## src/design/sha1bs_pkg.sv

```systemverilog
// Shared types, constants and round functions of the SHA-1 byte stream hasher.
package sha1bs_pkg;

  localparam int unsigned WordW    = 32;
  localparam int unsigned Words    = 5;
  localparam int unsigned BlockW   = 512;

  localparam logic [5:0] FillLast  = 6'd63;
  localparam logic [5:0] LenPos    = 6'd56;
  localparam logic [6:0] RoundLast = 7'd79;
  localparam logic [2:0] WordLast  = 3'd4;
  localparam logic [7:0] PadByte   = 8'h80;

  // Index 0 holds H0: the first word of the list lands in the top slot.
  localparam logic [Words-1:0][WordW-1:0] InitValue = {
    32'hc3d2e1f0, 32'h10325476, 32'h98badcfe, 32'hefcdab89, 32'h67452301
  };

  localparam logic [WordW-1:0] K0 = 32'h5a827999;
  localparam logic [WordW-1:0] K1 = 32'h6ed9eba1;
  localparam logic [WordW-1:0] K2 = 32'h8f1bbcdc;
  localparam logic [WordW-1:0] K3 = 32'hca62c1d6;

  typedef enum logic [2:0] {
    ST_IDLE,
    ST_COMP,
    ST_ADD,
    ST_PAD,
    ST_LEN,
    ST_OUT
  } state_e;

  // Controls of the shared round unit.
  typedef struct packed {
    logic start;  // load working words from chaining value
    logic step;   // run one round
    logic add;    // fold working words into chaining value
    logic init;   // return chaining value to the initial constants
  } core_ctrl_t;

  function automatic logic [WordW-1:0] round_f(input logic [6:0] rnd,
                                               input logic [WordW-1:0] b,
                                               input logic [WordW-1:0] c,
                                               input logic [WordW-1:0] d);
    logic [WordW-1:0] res;
    if (rnd < 7'd20) begin
      res = (b & c) | (~b & d);
    end else if (rnd < 7'd40) begin
      res = b ^ c ^ d;
    end else if (rnd < 7'd60) begin
      res = (b & c) | (b & d) | (c & d);
    end else begin
      res = b ^ c ^ d;
    end
    return res;
  endfunction

  function automatic logic [WordW-1:0] round_k(input logic [6:0] rnd);
    logic [WordW-1:0] res;
    if (rnd < 7'd20) begin
      res = K0;
    end else if (rnd < 7'd40) begin
      res = K1;
    end else if (rnd < 7'd60) begin
      res = K2;
    end else begin
      res = K3;
    end
    return res;
  endfunction

endpackage

```

## src/design/sha1bs_sched.sv

```systemverilog
// Block buffer and message schedule: a 512-bit shift line loaded by bytes, advanced by words.
module sha1bs_sched (
  input  logic        clk_i,
  input  logic        shift_en_i,
  input  logic [7:0]  shift_byte_i,
  input  logic        advance_i,
  output logic [31:0] w_o
);

  logic [sha1bs_pkg::BlockW-1:0] win_q, win_d;
  logic [31:0]                   mix;
  logic [31:0]                   w_next;

  // Window taps: word 0 is w[t-16], word 2 w[t-14], word 8 w[t-8], word 13 w[t-3].
  assign mix    = win_q[95:64] ^ win_q[255:224] ^ win_q[447:416] ^ win_q[511:480];
  assign w_next = {mix[30:0], mix[31]};
  assign w_o    = win_q[511:480];

  always_comb begin
    win_d = win_q;
    if (advance_i) begin
      win_d = {win_q[479:0], w_next};
    end else if (shift_en_i) begin
      win_d = {win_q[503:0], shift_byte_i};
    end
  end

  always_ff @(posedge clk_i) begin
    win_q <= win_d;
  end

endmodule

```

## src/design/sha1bs_core_unit.sv

```systemverilog
// Shared SHA-1 round unit: working words, round counter and chaining value.
module sha1bs_core_unit (
  input  logic                                       clk_i,
  input  logic                                       rst_ni,
  input  sha1bs_pkg::core_ctrl_t                     ctrl_i,
  input  logic [31:0]                                w_i,
  output logic                                       done_o,
  output logic [sha1bs_pkg::Words-1:0][31:0]         chain_o
);

  logic [sha1bs_pkg::Words-1:0][31:0] chain_q, chain_d;
  logic [31:0] a_q, b_q, c_q, d_q, e_q;
  logic [31:0] a_d, b_d, c_d, d_d, e_d;
  logic [6:0]  rnd_q, rnd_d;
  logic [31:0] t_sum;

  assign t_sum = {a_q[26:0], a_q[31:27]} + sha1bs_pkg::round_f(rnd_q, b_q, c_q, d_q)
               + e_q + sha1bs_pkg::round_k(rnd_q) + w_i;

  assign done_o  = ctrl_i.step && (rnd_q == sha1bs_pkg::RoundLast);
  assign chain_o = chain_q;

  always_comb begin
    a_d     = a_q;
    b_d     = b_q;
    c_d     = c_q;
    d_d     = d_q;
    e_d     = e_q;
    rnd_d   = rnd_q;
    chain_d = chain_q;
    if (ctrl_i.start) begin
      a_d   = chain_q[0];
      b_d   = chain_q[1];
      c_d   = chain_q[2];
      d_d   = chain_q[3];
      e_d   = chain_q[4];
      rnd_d = '0;
    end else if (ctrl_i.step) begin
      a_d   = t_sum;
      b_d   = a_q;
      c_d   = {b_q[1:0], b_q[31:2]};
      d_d   = c_q;
      e_d   = d_q;
      rnd_d = rnd_q + 7'd1;
    end
    if (ctrl_i.init) begin
      chain_d = sha1bs_pkg::InitValue;
    end else if (ctrl_i.add) begin
      chain_d[0] = chain_q[0] + a_q;
      chain_d[1] = chain_q[1] + b_q;
      chain_d[2] = chain_q[2] + c_q;
      chain_d[3] = chain_q[3] + d_q;
      chain_d[4] = chain_q[4] + e_q;
    end
  end

  always_ff @(posedge clk_i or negedge rst_ni) begin
    if (!rst_ni) begin
      chain_q <= sha1bs_pkg::InitValue;
      rnd_q   <= '0;
    end else begin
      chain_q <= chain_d;
      rnd_q   <= rnd_d;
    end
  end

  always_ff @(posedge clk_i) begin
    a_q <= a_d;
    b_q <= b_d;
    c_q <= c_d;
    d_q <= d_d;
    e_q <= e_d;
  end

endmodule

```

## src/design/sha1_byte_stream_hasher_core.sv

```systemverilog
// Top level of the SHA-1 byte stream hasher: sequencer, padding and digest output.
//
// Usage: each input beat carries an optional message byte (byte_valid_i) and an
// optional end-of-message mark (last_of_message_i). A plain byte beat is taken
// straight away while idle. Every 64th byte starts the compression: 80 rounds on
// the shared round unit, one round per cycle, then a fold of the result into the
// chaining value, so in_ready_o stays low through the rounds and the fold.
// A beat with the end mark appends 0x80, zero padding and the 64-bit bit length
// one byte per cycle into the block buffer, pausing for each compression and for
// the switch from padding to length; it compresses once or twice, then presents
// the digest as five output beats, most significant word first, with last_word_o
// on the fifth.
// While the output beats wait, no input is taken; a stalled receiver simply holds
// the current digest word. After the fifth word is accepted the block returns to
// its initial state and accepts the next message in the following cycle.
// Reset (rst_ni low) loads the initial chaining value and clears all counters.
module sha1_byte_stream_hasher_core (
  input  logic        clk_i,
  input  logic        rst_ni,
  input  logic        in_valid_i,
  output logic        in_ready_o,
  input  logic [7:0]  data_byte_i,
  input  logic        byte_valid_i,
  input  logic        last_of_message_i,
  output logic        out_valid_o,
  input  logic        out_ready_i,
  output logic [31:0] digest_word_o,
  output logic [2:0]  word_index_o,
  output logic        last_word_o
);

  sha1bs_pkg::state_e     state_q, state_d;
  sha1bs_pkg::state_e     after_q, after_d;   // where to go once the block is folded in
  logic [5:0]             fill_q, fill_d;
  logic [63:0]            cnt_q, cnt_d;       // message byte count, wraps
  logic                   pad_first_q, pad_first_d;
  logic [2:0]             idx_q, idx_d;

  sha1bs_pkg::core_ctrl_t ctrl;
  logic                   shift_en;
  logic [7:0]             shift_byte;
  logic [31:0]            w_cur;
  logic                   round_done;
  logic [sha1bs_pkg::Words-1:0][31:0] chain;
  logic [63:0]            len_bits;

  assign len_bits = {cnt_q[60:0], 3'b000};

  sha1bs_sched u_sched (
    .clk_i       (clk_i),
    .shift_en_i  (shift_en),
    .shift_byte_i(shift_byte),
    .advance_i   (ctrl.step),
    .w_o         (w_cur)
  );

  sha1bs_core_unit u_core (
    .clk_i  (clk_i),
    .rst_ni (rst_ni),
    .ctrl_i (ctrl),
    .w_i    (w_cur),
    .done_o (round_done),
    .chain_o(chain)
  );

  assign digest_word_o = chain[idx_q];
  assign word_index_o  = idx_q;
  assign last_word_o   = (idx_q == sha1bs_pkg::WordLast);

  always_comb begin
    state_d     = state_q;
    after_d     = after_q;
    fill_d      = fill_q;
    cnt_d       = cnt_q;
    pad_first_d = pad_first_q;
    idx_d       = idx_q;
    ctrl        = '0;
    shift_en    = 1'b0;
    shift_byte  = data_byte_i;
    in_ready_o  = 1'b0;
    out_valid_o = 1'b0;

    unique case (state_q)
      sha1bs_pkg::ST_IDLE: begin
        in_ready_o = 1'b1;
        if (in_valid_i) begin
          if (byte_valid_i) begin
            // Absorb the byte; the end mark is handled after it.
            shift_en = 1'b1;
            fill_d   = fill_q + 6'd1;
            cnt_d    = cnt_q + 64'd1;
          end
          if (last_of_message_i) begin
            pad_first_d = 1'b1;
          end
          if (byte_valid_i && (fill_q == sha1bs_pkg::FillLast)) begin
            ctrl.start = 1'b1;
            state_d    = sha1bs_pkg::ST_COMP;
            after_d    = last_of_message_i ? sha1bs_pkg::ST_PAD : sha1bs_pkg::ST_IDLE;
          end else if (last_of_message_i) begin
            state_d = sha1bs_pkg::ST_PAD;
          end
        end
      end

      sha1bs_pkg::ST_PAD: begin
        if (!pad_first_q && (fill_q == sha1bs_pkg::LenPos)) begin
          state_d = sha1bs_pkg::ST_LEN;
        end else begin
          // Append the end marker first, then zeros.
          shift_en    = 1'b1;
          shift_byte  = pad_first_q ? sha1bs_pkg::PadByte : 8'h00;
          pad_first_d = 1'b0;
          fill_d      = fill_q + 6'd1;
          if (fill_q == sha1bs_pkg::FillLast) begin
            ctrl.start = 1'b1;
            state_d    = sha1bs_pkg::ST_COMP;
            after_d    = sha1bs_pkg::ST_PAD;
          end
        end
      end

      sha1bs_pkg::ST_LEN: begin
        // Positions 56..63 take the bit length, most significant byte first.
        shift_en   = 1'b1;
        shift_byte = len_bits[{~fill_q[2:0], 3'b000} +: 8];
        fill_d     = fill_q + 6'd1;
        if (fill_q == sha1bs_pkg::FillLast) begin
          ctrl.start = 1'b1;
          state_d    = sha1bs_pkg::ST_COMP;
          after_d    = sha1bs_pkg::ST_OUT;
        end
      end

      sha1bs_pkg::ST_COMP: begin
        ctrl.step = 1'b1;
        if (round_done) begin
          state_d = sha1bs_pkg::ST_ADD;
        end
      end

      sha1bs_pkg::ST_ADD: begin
        ctrl.add = 1'b1;
        state_d  = after_q;
      end

      sha1bs_pkg::ST_OUT: begin
        out_valid_o = 1'b1;
        if (out_ready_i) begin
          if (idx_q == sha1bs_pkg::WordLast) begin
            // Digest delivered: re-initialize for the next message.
            idx_d     = '0;
            ctrl.init = 1'b1;
            cnt_d     = '0;
            fill_d    = '0;
            state_d   = sha1bs_pkg::ST_IDLE;
          end else begin
            idx_d = idx_q + 3'd1;
          end
        end
      end

      default: begin
        state_d = sha1bs_pkg::ST_IDLE;
      end
    endcase
  end

  always_ff @(posedge clk_i or negedge rst_ni) begin
    if (!rst_ni) begin
      state_q     <= sha1bs_pkg::ST_IDLE;
      after_q     <= sha1bs_pkg::ST_IDLE;
      fill_q      <= '0;
      cnt_q       <= '0;
      pad_first_q <= 1'b0;
      idx_q       <= '0;
    end else begin
      state_q     <= state_d;
      after_q     <= after_d;
      fill_q      <= fill_d;
      cnt_q       <= cnt_d;
      pad_first_q <= pad_first_d;
      idx_q       <= idx_d;
    end
  end

`ifndef ASSERT_OFF
  a_no_overlap: assert property (@(posedge clk_i) disable iff (!rst_ni)
    out_valid_o |-> !in_ready_o)
    else $error("input taken while digest is pending");

  a_reinit: assert property (@(posedge clk_i) disable iff (!rst_ni)
    (out_valid_o && out_ready_i && last_word_o) |=> (in_ready_o && fill_q == '0
      && cnt_q == '0))
    else $error("block not re-initialized after final digest word");

  a_comp_empty: assert property (@(posedge clk_i) disable iff (!rst_ni)
    (state_q == sha1bs_pkg::ST_COMP) |-> (fill_q == '0))
    else $error("buffer fill nonzero during compression");

  a_idx_range: assert property (@(posedge clk_i) disable iff (!rst_ni)
    out_valid_o |-> (word_index_o <= sha1bs_pkg::WordLast))
    else $error("digest word index out of range");

  a_len_after_pad: assert property (@(posedge clk_i) disable iff (!rst_ni)
    (state_q == sha1bs_pkg::ST_LEN) |-> (!pad_first_q && fill_q >= sha1bs_pkg::LenPos))
    else $error("length field written before padding completed");
`endif

endmodule

```

## config.mk

```make
export PLATFORM = sky130hd
export DESIGN_NAME = sha1_byte_stream_hasher_core
export DESIGN_NICKNAME = d
export VERILOG_FILES = /design/src/design/sha1bs_pkg.sv /design/src/design/sha1bs_sched.sv /design/src/design/sha1bs_core_unit.sv /design/src/design/sha1_byte_stream_hasher_core.sv
export SDC_FILE = /design/constraint.sdc
export NUM_CORES = 2
export LEC_CHECK = 0
export ABC_CLOCK_PERIOD_IN_PS = 28900
export BUFFER_PORTS_ARGS = -buffer_cell sky130_fd_sc_hd__buf_4
export CAP_MARGIN = 15
export CORE_ASPECT_RATIO = 1.25
export CORE_MARGIN = 2
export CORE_UTILIZATION = 28
export DETAILED_ROUTE_END_ITERATION = 12
export GPL_ROUTABILITY_DRIVEN = 0
export MAX_ROUTING_LAYER = met4
export SLEW_MARGIN = 20
export SYNTH_ARGS = -nofsm -noshare
export SYNTH_HDL_FRONTEND = slang
export SYNTH_SLANG_ARGS = --single-unit
```

## constraint.sdc

```tcl
create_clock -name clk_i -period 28.9 [get_ports clk_i]
set_input_delay 1.445 -clock clk_i [delete_from_list [all_inputs] [get_ports clk_i]]
set_output_delay 1.445 -clock clk_i [all_outputs]
set_load 0.01 [all_outputs]
```

=== Yosys cells after proc, flatten, opt, wreduce, memory -nomap -nowiden ===
Index checks and enable logic that the tools add are counted.

* Add/sub/neg operators: 13
* Magnitude comparators: 4
* Eq/ne operators: 20
* Shifts and indexed selects: 1
* Multiplexer cells: 75
* Bitwise operators: 14
* Reduce and logical (&&, ||, !) cells: 18

{| class="wikitable"
|+ Operator list
! operator !! count
|-
| $mux W512 || 2
|-
| $mux W32 || 16
|-
| $mux W160 || 2
|-
| $add A32 B32 Y32 || 9
|-
| $mux W64 || 4
|-
| $xor A32 B32 Y32 || 5
|-
| $and A32 B32 Y32 || 4
|-
| $pmux W64 S2 || 1
|-
| $bmux W32 S3 || 1
|-
| $or A32 B32 Y32 || 3
|-
| $add A64 B1 Y64 const B || 1
|-
| $shiftx A64 B7 Y8 || 1
|-
| $mux W3 || 14
|-
| $not A32 Y32 || 1
|-
| $mux W31 || 1
|-
| $mux W6 || 5
|-
| $pmux W6 S4 || 1
|-
| $ne A2 B2 Y1 const B || 10
|-
| $pmux W3 S6 || 1
|-
| $mux W1 || 17
|-
| $mux W8 || 2
|-
| $pmux W8 S2 || 1
|-
| $lt A7 B6 Y1 const B || 2
|-
| $mux W7 || 2
|-
| 26 further kinds || 39
|}

* Flip-flop bits (word level): 919
* Input bits: 14
* Output and inout port bits: 38
* Logic and storage cells: 163

=== Logic depth before layout (Yosys ltp) ===
* Depth after elaboration: 12
* Gate-level depth with buffers: 29
* Mapped depth without buffers: 26

=== Modules after synthesis ===
Synthesis repeated with hierarchy kept, for this count alone.

* Cells, all modules: 4597
* Area, all modules: 54945.2 um^2

{| class="wikitable"
|+ By module, submodules not included
! module !! times used !! cells an instance !! area each (um^2) !! sequential area each (um^2)
|-
| sha1bs_core_unit || 1 || 2640 || 26086.3 || 9083.7
|-
| sha1bs_sched || 1 || 1246 || 22860.7 || 15374.7
|-
| sha1_byte_stream_hasher_core || 1 || 711 || 5998.3 || 1926.8
|}

=== Least setup slack after synthesis ===
Ideal clock, no wire load.

* Kind: register -> register
* Start: reg fill_q[0]
* End: reg u_sched.win_q[0] (netlist bit) (enable)
* Library setup time: 3659 ps
* Arrival time: 10452 ps
* Required time: 25241 ps
* Setup slack: 14789 ps
* Cell stages (with the launch flop): 10
* Path buffers: 2
* Period minus slack after synthesis: 14111 ps
* Path through: dfrtp_1 > clkbuf_1 > clkbuf_1 > inv_1 > ha_1 > nand3b_1 > o21ai_1 > nand3_1 > nand2_1 > nand2_1

* Longest elaborated chain between the ends: 5

{| class="wikitable"
|+ Ends and longest elaborated chain
! what !! RTL line !! RTL
|-
| start: declaration || sha1_byte_stream_hasher_core.sv:34 || <nowiki>logic [5:0] fill_q, fill_d;</nowiki>
|-
| start signal: assignment || sha1_byte_stream_hasher_core.sv:180 || <nowiki>fill_q <= fill_d;</nowiki>
|-
| $eq A6 B6 Y1 || sha1_byte_stream_hasher_core.sv:107 || <nowiki>if (!pad_first_q && (fill_q == sha1bs_pkg::LenPos)) begin</nowiki>
|-
| $logic_and A1 B1 Y1 || sha1_byte_stream_hasher_core.sv:107 ||
|-
| $mux W1 || sha1_byte_stream_hasher_core.sv:107 ||
|-
| $pmux W1 S3 || sha1_byte_stream_hasher_core.sv:83 || <nowiki>unique case (state_q)</nowiki>
|-
| $reduce_bool A2 Y1 (no line) || n/a ||
|-
| end signal: assignment || sha1bs_sched.sv:29 || <nowiki>win_q <= win_d;</nowiki>
|-
| end: declaration || sha1bs_sched.sv:10 || <nowiki>logic [sha1bs_pkg::BlockW-1:0] win_q, win_d;</nowiki>
|}

Every way passes these cells.
A chain may end at the register's enable or synchronous reset.

=== Worst setup path in the final report ===
* Start: reg u_core.rnd_q[2]
* End: reg u_core.a_q[31], data pin

* Longest elaborated chain between the ends: 10
* Elaborated cells on any way between the ends: 15
* Those cells by class: add/sub: 4; order compare: 3; mux: 8

{| class="wikitable"
|+ Ends and longest elaborated chain
! what !! RTL line !! RTL
|-
| start: declaration || sha1bs_core_unit.sv:14 || <nowiki>logic [6:0] rnd_q, rnd_d;</nowiki>
|-
| start signal: assignment || sha1bs_core_unit.sv:63 || <nowiki>rnd_q <= rnd_d;</nowiki>
|-
| $lt A7 B6 Y1 || sha1bs_pkg.sv:50, sha1bs_pkg.sv:64 ||
|-
| $mux W32 || sha1bs_pkg.sv:50 || <nowiki>end else if (rnd < 7'd60) begin</nowiki>
|-
| $mux W32 || sha1bs_pkg.sv:48 || <nowiki>end else if (rnd < 7'd40) begin</nowiki>
|-
| $mux W32 || sha1bs_pkg.sv:46 || <nowiki>if (rnd < 7'd20) begin</nowiki>
|-
| $add A32 B32 Y32 || sha1bs_core_unit.sv:17 || <nowiki>assign t_sum = {a_q[26:0], a_q[31:27]} + sha1bs_pkg::round_f(rnd_q, b_q, c_q, d_q)</nowiki>
|-
| $add A32 B32 Y32 || sha1bs_core_unit.sv:18 || <nowiki>+ e_q + sha1bs_pkg::round_k(rnd_q) + w_i;</nowiki>
|-
| $add A32 B32 Y32 (*) (2 in a row) || sha1bs_core_unit.sv:18 ||
|-
| $mux W32 (*) || sha1bs_core_unit.sv:38 || <nowiki>end else if (ctrl_i.step) begin</nowiki>
|-
| $mux W32 (*) || sha1bs_core_unit.sv:31 || <nowiki>if (ctrl_i.start) begin</nowiki>
|-
| named net u_core.a_d[31] || sha1bs_core_unit.sv:13 || <nowiki>logic [31:0] a_d, b_d, c_d, d_d, e_d;</nowiki>
|-
| end signal: assignment || sha1bs_core_unit.sv:68 || <nowiki>a_q <= a_d;</nowiki>
|-
| end: declaration || sha1bs_core_unit.sv:12 || <nowiki>logic [31:0] a_q, b_q, c_q, d_q, e_q;</nowiki>
|}

The timed path passes the listed nets; every way through them passes the cells marked *. The select of a mux whose other input is x is not followed.

==> reports/summary.txt <==
DIE AREA = 195000 um2
global-route wire length before repair = 233000 um
final-report hold violation count = 0
EDFF count, synth = 672
ys async rst share = 0.266
total CTS buffers = 105
Worst Hold Launch = after_q[2]
FF-to-FF Start = u_core.rnd_q[2]
Die Wd = 395 um
register area share after synthesis = 0.493
CTS root buf = clkbuf_16
post-route ant nets = 0
setup bufs post-CTS = 0
relative slew slack = 0.237
worst-path cell chain = nand4_1 > nor2b_1 > nand2_1 > nand2_1 > clkinv_1 > buf_4 > a221o_1 > fa_1 > fa_1 > inv_1 > fa_1 > inv_1 > ha_1 > nor2b_1 > o31a_1 > o41ai_1 > a21oi_1 > a211oi_1 > nor4_1 > nor2_1 > a21oi_1 > a31oi_1 > xnor2_1 > a21oi_1
setup violators final = 0
critical path fanouts, max = 18
RSZ-0062 raised after global routing = no
Netlist cell types = 85
vias in the first global route = 39563
Via Count = 40453
non-filler cells, final = 8210
met3 usage = 0.0227
Critical Path Sink Type = flip-flop
drt pass-1 iters = 5
CTS max path bufs = 3
Synth Register Bits = 916
layout cells sized above 1 = 0.0732
number of I/O port buffers = 51
hold depth = 2
skew final = 21.8 ps
final period utilization = 0.271
FF-to-FF path depth = 24
fin crit period = 7820 ps
top cells by count, synth = nand2_1 (1993), edfxtp_1 (672), o21ai_0 (316)
Mapped Avg Cell Area = 9.50 um2
gr ovfl total = 0
Post-synth top flop = edfxtp_1
Worst EP required = 29340 ps
reg2reg end = u_core.a_q[31]
Synth top area share = 0.377
Post-CTS Hold Fix Bufs = 0
GR Layer Usage met2 = 0.254
R2R Setup Slk = 21080 ps
leading area contributor after synthesis = edfxtp_1
max cap viols = 0
Post-route DRC = 0
Design Area, Final = 59900 um2
placed cell count = 8010
Avg Vias per Cell = 4.93
# IOs = 52
Hold/Removal Path Class = flip-flop to flip-flop
core area = 190000 um2
CP max stage delay = 870 ps
CTS tree = done
Post-Route WL = 151000 um
initial antenna violation count = 5
most frequent cell after synthesis = nand2_1
routed len/inst = 18.4 um
synth top area cells = edfxtp_1 (38%), nand2_1 (14%), dfrtp_1 (7.7%), ha_1 (4.8%), fa_1 (4.5%)
Clock Pin Slew Worst Setup and Hold Paths = 60 ps
CP max-delay cell = nand2_1
Tightest Pin Transition = 1140 ps
synthesized area = 53500 um2
TNS Setup = 0 ps
crit path kind = flip-flop to flip-flop
largest net degree at the start of global routing = 211
WHS Endpoint = after_q[2]
hpwl dp = 104000 um
Area growth syn-to-layout = 11.9%
Clock Sinks = 916
Total GRT Usage = 0.156
Startpoint Class = flip-flop
Critical Path AT = 8260 ps
chip height = 493 um
Yosys Warn Count = 0
# nets final = 5922
status = finished clean
Max Fclk = 128 MHz
H-tree level count = 3
GRT busiest layer = met2
Syn Inst Count = 5634
Post-Place Cell Area = 56600 um2
fin. max-slew vios = 0
Initial Utilization = 0.282
Clk Latency, worst-skew pair = 730 ps
Post-CTS Resized = 0
GR Layer Usage met1 = 0.199
Core Rows = 179
initial drt markers = 3730
syn nets = 5973
[metrics by stage]
stage,hold WS [ps],util,worst slack [ps]
after floorplan,450,-,14790
after global placement,471,0.298,21430
after detailed placement,477,0.298,21170
after CTS,491,0.315,21100
after global routing,527,0.315,20630
final,484,0.315,21080
[layout make-up]
cell class,instances,area [um2]
Sequential cell,916,26400
Tap cell,2534,3170
Timing Repair Buffer,92,764
Multi-Input combinational cell,4195,25200
Clock buffer,132,2830
Fill cell,19616,130000
Clock inverter,64,470
Inverter,273,1030
Antenna cell,4,10.0
[cell usage in the layout (no fill, tap or decap), types with 9 or more instances in the layout]
cell       count
nand2_1     1991
edfxtp_1     672
o21ai_0      316
inv_1        270
a21oi_1      249
ha_1         206
xnor2_1      204
nor2_1       202
dfrtp_1      162
fa_1         119
xor2_1       112
clkbuf_16    107
a21o_1       105
nand3_1       95
buf_4         85
dfstp_2       80
nor3_1        49
mux4_2        45
mux2i_1       40
and3_1        36
or3_1         36
nand2b_1      33
nand4_1       30
a211oi_1      30
o21bai_1      26
clkinv_1      25
a31oi_1       23
clkinv_2      23
nor2b_1       22
o21a_1        21
clkbuf_1      19
o31ai_1       17
a221o_1       15
and2_1        12
a221oi_1      12
and4_1         9
[sequential cells by signal, indices dropped and copies added, names as in the netlist, 6 cells and up]
name and flops:
u_core.chain_o 160, u_core.c_q 32, u_core.rnd_q 7, u_core.a_q 32
u_core.e_q 32, u_core.b_q 32, fill_q 6, u_core.d_q 32
u_sched.win_q 512, cnt_q 61
[logic make-up after synthesis]
kind of cell | Yosys count | share of synthesized area
fa+ha+maj | 325 | 0.0927
buf+inv | 523 | 0.0373
flops | 916 | 0.493
compound gates | 911 | 0.104
simple gates | 2557 | 0.195
mux | 86 | 0.0266
xor+xnor | 316 | 0.0517
[metal layers]
metal	up-vias	wire length, um
li1	19103	-
met1	19963	65000
met2	1132	72800
met3	255	8880
met4	0	4490
met5	-	0
[worst max-delay path: cells and delay by family, from the launching register on]
kind,cells,cell delay (ps)
buffers and inverters,4,650
adder cells (fa/ha/maj),4,1810
AO/OA/AOI/OAI,8,2260
XOR/XNOR,1,140
flip-flops,1,450
AND/OR/NAND/NOR,7,2210
[worst max-delay path by stage]
| stage | start | end | slack, ps | cells past startpoint |
|---|---|---|---|---|
| floorplan | fill_q[0] | u_sched.win_q[0] | 14790 | 9 |
| global placement | u_core.rnd_q[2] | u_core.a_q[31] | 21430 | 24 |
| detailed placement | u_core.rnd_q[2] | u_core.a_q[31] | 21170 | 24 |
| CTS | u_core.rnd_q[2] | u_core.a_q[31] | 21100 | 24 |
| global route | u_core.rnd_q[2] | u_core.a_q[31] | 20630 | 24 |
| finish | u_core.rnd_q[2] | u_core.a_q[31] | 21080 | 24 |
Power is left out: the tool's default activity adds up to more than one toggle a clock period on the data nets, which glitch-free logic cannot reach.
